--- src/rtl/core/hwpg_pkg.sv ---
package hwpg_pkg;

    // Defaults for the top-level parameters.
    localparam int HWPG_MAX_RADIUS = 512;
    localparam int HWPG_HUE_BITS   = 16;

    // Register file.
    localparam int CFG_IDX_W = 2;
    localparam int CFG_W     = 10;
    localparam logic [CFG_IDX_W-1:0] CFG_RADIUS = 2'd0;
    localparam logic [CFG_IDX_W-1:0] CFG_GND_R  = 2'd1;
    localparam logic [CFG_IDX_W-1:0] CFG_GND_G  = 2'd2;
    localparam logic [CFG_IDX_W-1:0] CFG_GND_B  = 2'd3;
    localparam logic [CFG_W-1:0]     RADIUS_RESET = 10'd64;
    localparam int RAD_W   = 10;
    localparam int RAD_MIN = 8;

    // Offsets from the disc centre in half pixels: 12-bit signed covers every input.
    localparam int EX_W = 12;

    // Distance path: sum of squares, pipelined square root, rounding, divider.
    localparam int SQ_W        = 23;
    localparam int SQ_SHIFT    = 14;
    localparam int SQRT_STAGES = 19;
    localparam int SQX_W       = 2 * SQRT_STAGES;
    localparam int Q_W         = SQRT_STAGES;
    localparam int REM_W       = Q_W + 3;
    localparam int D_W         = 20;
    localparam int SAT_W       = 17;
    localparam int DIV_STAGES  = SAT_W;
    localparam int N_W         = D_W + 9;
    localparam int DREM_W      = N_W - DIV_STAGES;
    localparam logic [SAT_W-1:0] SAT_ONE = 17'd65536;
    localparam int DIST_LAT    = 1 + SQRT_STAGES + 1 + DIV_STAGES;

    // Hue path: vectoring CORDIC on a 32-bit turn accumulator.
    localparam int CORDIC_STAGES = 24;
    localparam int CORDIC_W      = 30;
    localparam int CORDIC_SCALE  = 16;
    localparam int CORDIC_LAT    = 1 + CORDIC_STAGES + 1;
    localparam int HUE_DLY       = DIST_LAT - CORDIC_LAT;

    localparam logic [31:0] CORDIC_ANGLE [CORDIC_STAGES] = '{
        32'd536870912, 32'd316933406, 32'd167458907, 32'd85004756,
        32'd42667331,  32'd21354465,  32'd10679838,  32'd5340245,
        32'd2670163,   32'd1335087,   32'd667544,    32'd333772,
        32'd166886,    32'd83443,     32'd41722,     32'd20861,
        32'd10430,     32'd5215,      32'd2608,      32'd1304,
        32'd652,       32'd326,       32'd163,       32'd81
    };

    // Hue sectors of the six-sector conversion.
    typedef enum logic [2:0] {
        SEC_RED_YEL = 3'd0,
        SEC_YEL_GRN = 3'd1,
        SEC_GRN_CYN = 3'd2,
        SEC_CYN_BLU = 3'd3,
        SEC_BLU_MAG = 3'd4,
        SEC_MAG_RED = 3'd5
    } t_sector;

    typedef struct packed {
        logic [9:0] pixel_x;
        logic [9:0] pixel_y;
    } t_pix_in;

    typedef struct packed {
        logic [7:0] red;
        logic [7:0] green;
        logic [7:0] blue;
    } t_pix_out;

endpackage

--- src/rtl/core/hwpg_dist.sv ---
// Distance and saturation: squares, a bit-per-stage square root with rounding,
// then a bit-per-stage restoring divider for the saturation.
module hwpg_dist import hwpg_pkg::*; (
    input  logic                    i_clk,
    input  logic                    i_en,
    input  logic signed [EX_W-1:0]  i_ex,
    input  logic signed [EX_W-1:0]  i_ey,
    input  logic [RAD_W-1:0]        i_radius,
    output logic [D_W-1:0]          o_dist,
    output logic [SAT_W-1:0]        o_sat
);

    logic signed [2*EX_W-1:0] w_xx;
    logic signed [2*EX_W-1:0] w_yy;
    logic [SQ_W-1:0]          r_sq;

    assign w_xx = i_ex * i_ex;
    assign w_yy = i_ey * i_ey;

    always_ff @(posedge i_clk) begin
        if (i_en) begin
            r_sq <= SQ_W'(w_xx) + SQ_W'(w_yy);
        end
    end

    logic [SQX_W-1:0] r_sx  [SQRT_STAGES-1];
    logic [REM_W-1:0] r_rem [SQRT_STAGES];
    logic [Q_W-1:0]   r_q   [SQRT_STAGES];

    for (genvar j = 0; j < SQRT_STAGES; j++) begin : g_sqrt
        logic [SQX_W-1:0] w_x;
        logic [REM_W-1:0] w_rem;
        logic [Q_W-1:0]   w_q;
        logic [REM_W-1:0] w_cur;
        logic [REM_W-1:0] w_trial;

        if (j == 0) begin : g_first
            assign w_x   = SQX_W'({r_sq, SQ_SHIFT'(0)});
            assign w_rem = '0;
            assign w_q   = '0;
        end else begin : g_next
            assign w_x   = r_sx[j-1];
            assign w_rem = r_rem[j-1];
            assign w_q   = r_q[j-1];
        end

        assign w_cur   = {w_rem[REM_W-3:0], w_x[SQX_W-1 -: 2]};
        assign w_trial = REM_W'({w_q, 2'b01});

        always_ff @(posedge i_clk) begin
            if (i_en) begin
                if (w_cur >= w_trial) begin
                    r_rem[j] <= w_cur - w_trial;
                    r_q[j]   <= {w_q[Q_W-2:0], 1'b1};
                end else begin
                    r_rem[j] <= w_cur;
                    r_q[j]   <= {w_q[Q_W-2:0], 1'b0};
                end
            end
        end

        if (j < SQRT_STAGES - 1) begin : g_shift
            always_ff @(posedge i_clk) begin
                if (i_en) begin
                    r_sx[j] <= {w_x[SQX_W-3:0], 2'b00};
                end
            end
        end
    end

    // Round to nearest: step up when the remainder exceeds the floor root.
    logic            w_up;
    logic [D_W-1:0]  r_dist;

    assign w_up = r_rem[SQRT_STAGES-1] > REM_W'(r_q[SQRT_STAGES-1]);

    always_ff @(posedge i_clk) begin
        if (i_en) begin
            r_dist <= D_W'(r_q[SQRT_STAGES-1]) + D_W'(w_up);
        end
    end

    // Saturation = (dist * 512 + R) / (2R).
    logic [N_W-1:0]    n_num;
    logic [DREM_W-1:0] w_dv;

    assign n_num = N_W'({r_dist, 9'd0}) + N_W'(i_radius);
    assign w_dv  = DREM_W'({i_radius, 1'b0});

    logic [N_W-1:0]    r_dn   [DIV_STAGES-1];
    logic [DREM_W-1:0] r_drem [DIV_STAGES-1];
    logic [SAT_W-1:0]  r_dq   [DIV_STAGES];
    logic [D_W-1:0]    r_dd   [DIV_STAGES];

    for (genvar j = 0; j < DIV_STAGES; j++) begin : g_div
        localparam int K = DIV_STAGES - 1 - j;
        logic [N_W-1:0]    w_n;
        logic [DREM_W-1:0] w_rem;
        logic [SAT_W-1:0]  w_q;
        logic [D_W-1:0]    w_d;
        logic [DREM_W-1:0] w_cur;
        logic              w_ge;

        if (j == 0) begin : g_first
            assign w_n   = n_num;
            assign w_rem = n_num[N_W-1 -: DREM_W];
            assign w_q   = '0;
            assign w_d   = r_dist;
        end else begin : g_next
            assign w_n   = r_dn[j-1];
            assign w_rem = r_drem[j-1];
            assign w_q   = r_dq[j-1];
            assign w_d   = r_dd[j-1];
        end

        assign w_cur = {w_rem[DREM_W-2:0], w_n[K]};
        assign w_ge  = w_cur >= w_dv;

        always_ff @(posedge i_clk) begin
            if (i_en) begin
                r_dq[j] <= {w_q[SAT_W-2:0], w_ge};
                r_dd[j] <= w_d;
            end
        end

        if (j < DIV_STAGES - 1) begin : g_carry
            always_ff @(posedge i_clk) begin
                if (i_en) begin
                    r_dn[j]   <= w_n;
                    r_drem[j] <= w_ge ? (w_cur - w_dv) : w_cur;
                end
            end
        end
    end

    assign o_dist = r_dd[DIV_STAGES-1];
    assign o_sat  = (r_dq[DIV_STAGES-1] > SAT_ONE) ? SAT_ONE : r_dq[DIV_STAGES-1];

endmodule

--- config.mk ---
export PLATFORM = sky130hd
export DESIGN_NAME = hwpg_dist
export DESIGN_NICKNAME = d
export VERILOG_FILES = /design/src/rtl/core/hwpg_pkg.sv /design/src/rtl/core/hwpg_dist.sv
export SDC_FILE = /design/constraint.sdc
export NUM_CORES = 2
export LEC_CHECK = 0
export ABC_CLOCK_PERIOD_IN_PS = 6450
export BUFFER_PORTS_ARGS = -buffer_cell sky130_fd_sc_hd__buf_2
export CORE_AREA = 2 2 446 448
export CTS_BUF_LIST = sky130_fd_sc_hd__clkbuf_8
export DETAILED_ROUTE_END_ITERATION = 6
export DIE_AREA = 0 0 448 450
export MAX_ROUTING_LAYER = met4
export PLACE_DENSITY = 0.63
export SLEW_MARGIN = 20
export SYNTH_ARGS = -nofsm -noshare
export SYNTH_HDL_FRONTEND = slang
export SYNTH_SLANG_ARGS = --single-unit
--- constraint.sdc ---
create_clock -name i_clk -period 6.45 [get_ports i_clk]
set_input_delay 0.645 -clock i_clk [delete_from_list [all_inputs] [get_ports i_clk]]
set_output_delay 0.645 -clock i_clk [all_outputs]
set_load 0.005 [all_outputs]
==> flow_summary_export.csv <==
group,metric,value,unit
final_layout,filler_cells_inserted,17600,
clocking,cts-buffers-inserted,278,
grt,grtUsageTotal,14.2,%
final_layout,synthToLayoutAreaGrowth,12.1,%
sta,finalWorstSetupSlack,658,ps
sta,transition_at_the_pin_with_the_smallest_max_transition_slack,1020,ps
critical_path,timing.critical_path.depth,22,
sta,max_freq,173,MHz
critical_path,worst-endpoint-arrival,6510,ps
synth,syn-instance-count,5861,
critical_path,crit_slowest_cell,"sky130_fd_sc_hd__fa_1",
grt,vias_in_the_first_global_route,45600,
sta,final.setup_skew,75.8,ps
worst_hold_path,min_path_cells,2,
synth,synth-seq-cells,1517,
power_and_ir_drop,total_power,42.6,mW
clocking,clock_tree.buffer_depth,4,
synth,postSynthAreaPerCell,13.4,µm²
placement,globalplace.congestion,0.838,
final_layout,multi_input_comb_area,29700,µm²
outcome,outcome,"complete, no violations",
grt,grt_antenna_before_repair,5,
clocking,cts_num_sinks,1517,
sta,fin_worst_hold_slack,134,ps
critical_path,path_buf_inv,5,
worst_hold_path,holdCritStartpoint,"i_radius[9]",
sta,finalCritPeriodShare,89.8,%
synth,synth_area,78300,µm²
placement,placement.setup.worst_slack,-383,ps
final_layout,area.sequential,45500,µm²
floorplan,boundary_pins,73,
grt,global_route_wire_length_before_repair,226000,µm
power_and_ir_drop,p_seq_share,33.7,%
synth,ys_warn_count,0,
critical_path,cp_top_family,"adder cells",
drt,detail_route.wirelength,138000,µm
power_and_ir_drop,net_switching_share_of_the_total_power,34.2,%
power_and_ir_drop,clock_power_share,19.1,%
final_layout,drive_above_1_share,12.4,%
clocking,clkLatencyLatePin,970,ps
synth,synth_top_cell_by_area,"sky130_fd_sc_hd__edfxtp_1",
drt,drtIter0Drc,2465,
sta,setup_violations,0,
worst_hold_path,min_to,"r_dn[0][9]",
critical_path,setup.worst_path.end_class,"flip-flop",
synth,synth.most_common_cell,"sky130_fd_sc_hd__edfxtp_1",
synth,yosys_most_used_dff,"sky130_fd_sc_hd__edfxtp_1",
synth,asyncSetResetFlopFracSynth,0,%
critical_path,crit_required,7170,ps
sta,timing.max_slew.rel_slack,31.7,%
floorplan,core-area,197000,µm²
sta,period_minus_slack,5790,ps
critical_path,rrSetupSlack,2150,ps
synth,synth_enable_flop_cells,1516,
floorplan,initial_utilization,39.8,%
synth,synthDistinctLibCells,88,
floorplan,die_width,448,µm
synth,synth_top_area_share,58.1,%
power_and_ir_drop,cell_internal_pwr,28.0,mW
critical_path,reg2regPathDepth,13,
critical_path,critPathKind,"input port to flip-flop",
grt,grt_start_max_net_pins,170,
synth,synth_seq_area_share,58.2,%
drt,via_per_inst,4.87,
drt,num_vias,44300,
floorplan,chipHeight,450,µm
sta,number_of_hold_violations_in_the_final_report,0,
drt,remaining_drc_errors,0,
placement,port-buffer-count,72,
worst_hold_path,holdCritPathClass,"input port to flip-flop",
placement,post-dp-hpwl,98600,µm
synth,synth_top_cells_by_area,"sky130_fd_sc_hd__edfxtp_1 58%, sky130_fd_sc_hd__ha_1 7.7%, sky130_fd_sc_hd__fa_1 7.4%",
synth,yosys-top-cells-count,"1516 x sky130_fd_sc_hd__edfxtp_1, 694 x sky130_fd_sc_hd__inv_1, 479 x sky130_fd_sc_hd__ha_1",
critical_path,reg2reg_from,"g_div[0].w_d[3]",
drt,route.antenna.remaining_nets,0,
power_and_ir_drop,share_comb_of_total_power,47.2,%
sta,setup_repair_after_global_routing_missed_its_margin,"no",
clocking,clock_tree.root_cell,"sky130_fd_sc_hd__clkbuf_8",
clocking,ctsHtreeMaxLevel,5,
drt,1st_pass_router_iterations,6,
critical_path,worst_path_largest_cell_delay,560,ps
clocking,clk_pin_slew,60,ps
power_and_ir_drop,p_leak,34.8,nW
floorplan,core.rowCount,163,
power_and_ir_drop,power_switching,14.6,mW
sta,report.final.slew_viol_count,0,
final_layout,nets,7081,
run,drv_cap,0,
critical_path,crit_chain,"buf_2, and2_1, fa_1, inv_1, fa_1, fa_1, inv_1, fa_1, inv_1, fa_1, fa_1, fa_1, inv_1, ha_1, a21o_1, a21oi_2, a2bb2oi_1, a31oi_1, nand4_1, nand4b_1, a21oi_1, xnor2_1",
critical_path,crit_path_frequent_cell,"sky130_fd_sc_hd__fa_1",
grt,grt.overflow.total,0,
critical_path,cp_max_fo,9,
power_and_ir_drop,pwr_density_cell,485,nW/µm²
drt,routed_wire_length_per_instance,15.2,µm
floorplan,design.die.area,202000,µm²
clocking,tritoncts,"built",
critical_path,r2r_end,"r_drem[0][4]",
critical_path,startpoint_kind_of_the_worst_setup_timing_path,"input port",
synth,synthesis.nets,6667,
power_and_ir_drop,irDropWorstVdd,651,µV
-- per-layer routing --
metal / vias to the layer above / GRT usage (%) / wire length (µm)
met5: - / - / 0
met4: 0 / 5.74 / 4840
met3: 329 / 2.75 / 5680
met2: 828 / 23.4 / 68500
met1: 21300 / 17.0 / 59400
li1: 21800 / - / -
-- how the worst max path moves through the flow --
| stage | end | from | slack (ps) |
|---|---|---|---|
| 4_1_cts | r_sq[22] | i_ex[0] | 770 |
| 6_report | r_sq[22] | i_ex[0] | 660 |
| 2_1_floorplan | r_sq[21] | i_ex[1] | 4 |
| 3_5_place_dp | r_sq[22] | i_ex[0] | -380 |
| 5_1_grt | r_sq[22] | i_ex[0] | 390 |
| 3_3_place_gp | r_sq[22] | i_ex[0] | -320 |
-- layout by cell type (no fill, tap or decap), types with 61 or more instances in the layout --
| cell type | instances |
|---|---|
| sky130_fd_sc_hd__and2_1 | 80 |
| sky130_fd_sc_hd__clkinv_1 | 61 |
| sky130_fd_sc_hd__nor2b_1 | 96 |
| sky130_fd_sc_hd__fa_1 | 291 |
| sky130_fd_sc_hd__ha_1 | 479 |
| sky130_fd_sc_hd__xor2_1 | 162 |
| sky130_fd_sc_hd__nand2_1 | 283 |
| sky130_fd_sc_hd__nand3_1 | 102 |
| sky130_fd_sc_hd__a21oi_1 | 236 |
| sky130_fd_sc_hd__buf_4 | 152 |
| sky130_fd_sc_hd__nand2b_1 | 64 |
| sky130_fd_sc_hd__clkbuf_8 | 287 |
| sky130_fd_sc_hd__a21o_1 | 78 |
| sky130_fd_sc_hd__buf_2 | 71 |
| sky130_fd_sc_hd__nand4_1 | 65 |
| sky130_fd_sc_hd__edfxtp_1 | 1516 |
| sky130_fd_sc_hd__mux2_2 | 182 |
| sky130_fd_sc_hd__o21ai_0 | 219 |
| sky130_fd_sc_hd__inv_1 | 762 |
| sky130_fd_sc_hd__nor2_1 | 341 |
| sky130_fd_sc_hd__nor3_1 | 91 |
| sky130_fd_sc_hd__xnor2_1 | 253 |
-- cell families (layout without fill, tap and decap cells) --
family          Yosys count  after routing  share of synthesized area [%]
flops                  1517           1517                           58.2
simple gates           1341           1341                           8.71
buf+inv                 800           1397                           3.87
compound gates          796            796                           6.35
fa+ha+maj               770            770                           15.1
xor+xnor                415            415                           4.64
mux                     222            222                           3.16
other cells               0              7                              0
-- stage by stage --
| stage | std cells | util (%) | TNS [ps] | instance area (µm²) |
|---|---|---|---|---|
| floorplan | 5861 | - | 0 | 78300 |
| detailed placement | 8627 | 42.1 | -1840 | 82800 |
| global placement | 8627 | 42.1 | -1310 | 82800 |
| global route | 9104 | 44.6 | 0 | 87800 |
| finish | 9105 | 44.7 | 0 | 87800 |
| CTS | 9098 | 44.6 | 0 | 87800 |
-- power by group through the flow --
stage | sequential [mW] | combinational [mW] | clock, mW
finish | 14.3 | 20.1 | 8.14
global route | 14.5 | 22.9 | 8.90
CTS | 14.4 | 20.4 | 8.47
detailed placement | 14.5 | 20.3 | 0
global placement | 14.5 | 19.9 | 0
floorplan | 14.2 | 14.4 | 0
-- worst register-to-register path, delay by kind of cell, from the launching register on --
| kind | cells | cell delay (ps) |
|---|---|---|
| compound gates | 6 | 1670 |
| xor+xnor | 1 | 310 |
| flops | 1 | 490 |
| fa+ha+maj | 1 | 310 |
| mux | 1 | 420 |
| simple gates | 4 | 860 |
-- final cells by class --
class                   count  share of cell area [%]
inverters                 698                    2.98
well taps                2640                    3.76
diodes                      7                  0.0200
flip-flops and latches   1517                    51.9
repair buffers            236                    1.91
multi-input cells        3544                    33.9
clock inverters           176                    1.05
clock buffers             287                    4.50
-- sequential cells by signal (all words and copies together) (netlist names) --
signal and count:
r_sx 132, r_rem 347, r_dd 340, r_drem 160
r_sq 23, g_div.w_d 20, r_q 190, r_dq 153
r_dn 152
-- repair_timing --
action	4_1_cts	5_1_grt
gates resized for setup	0	0
buffers inserted	0	0
hold endpoints to repair	9	0
hold buffers	8	0
Power figures use the tool's default switching activity.
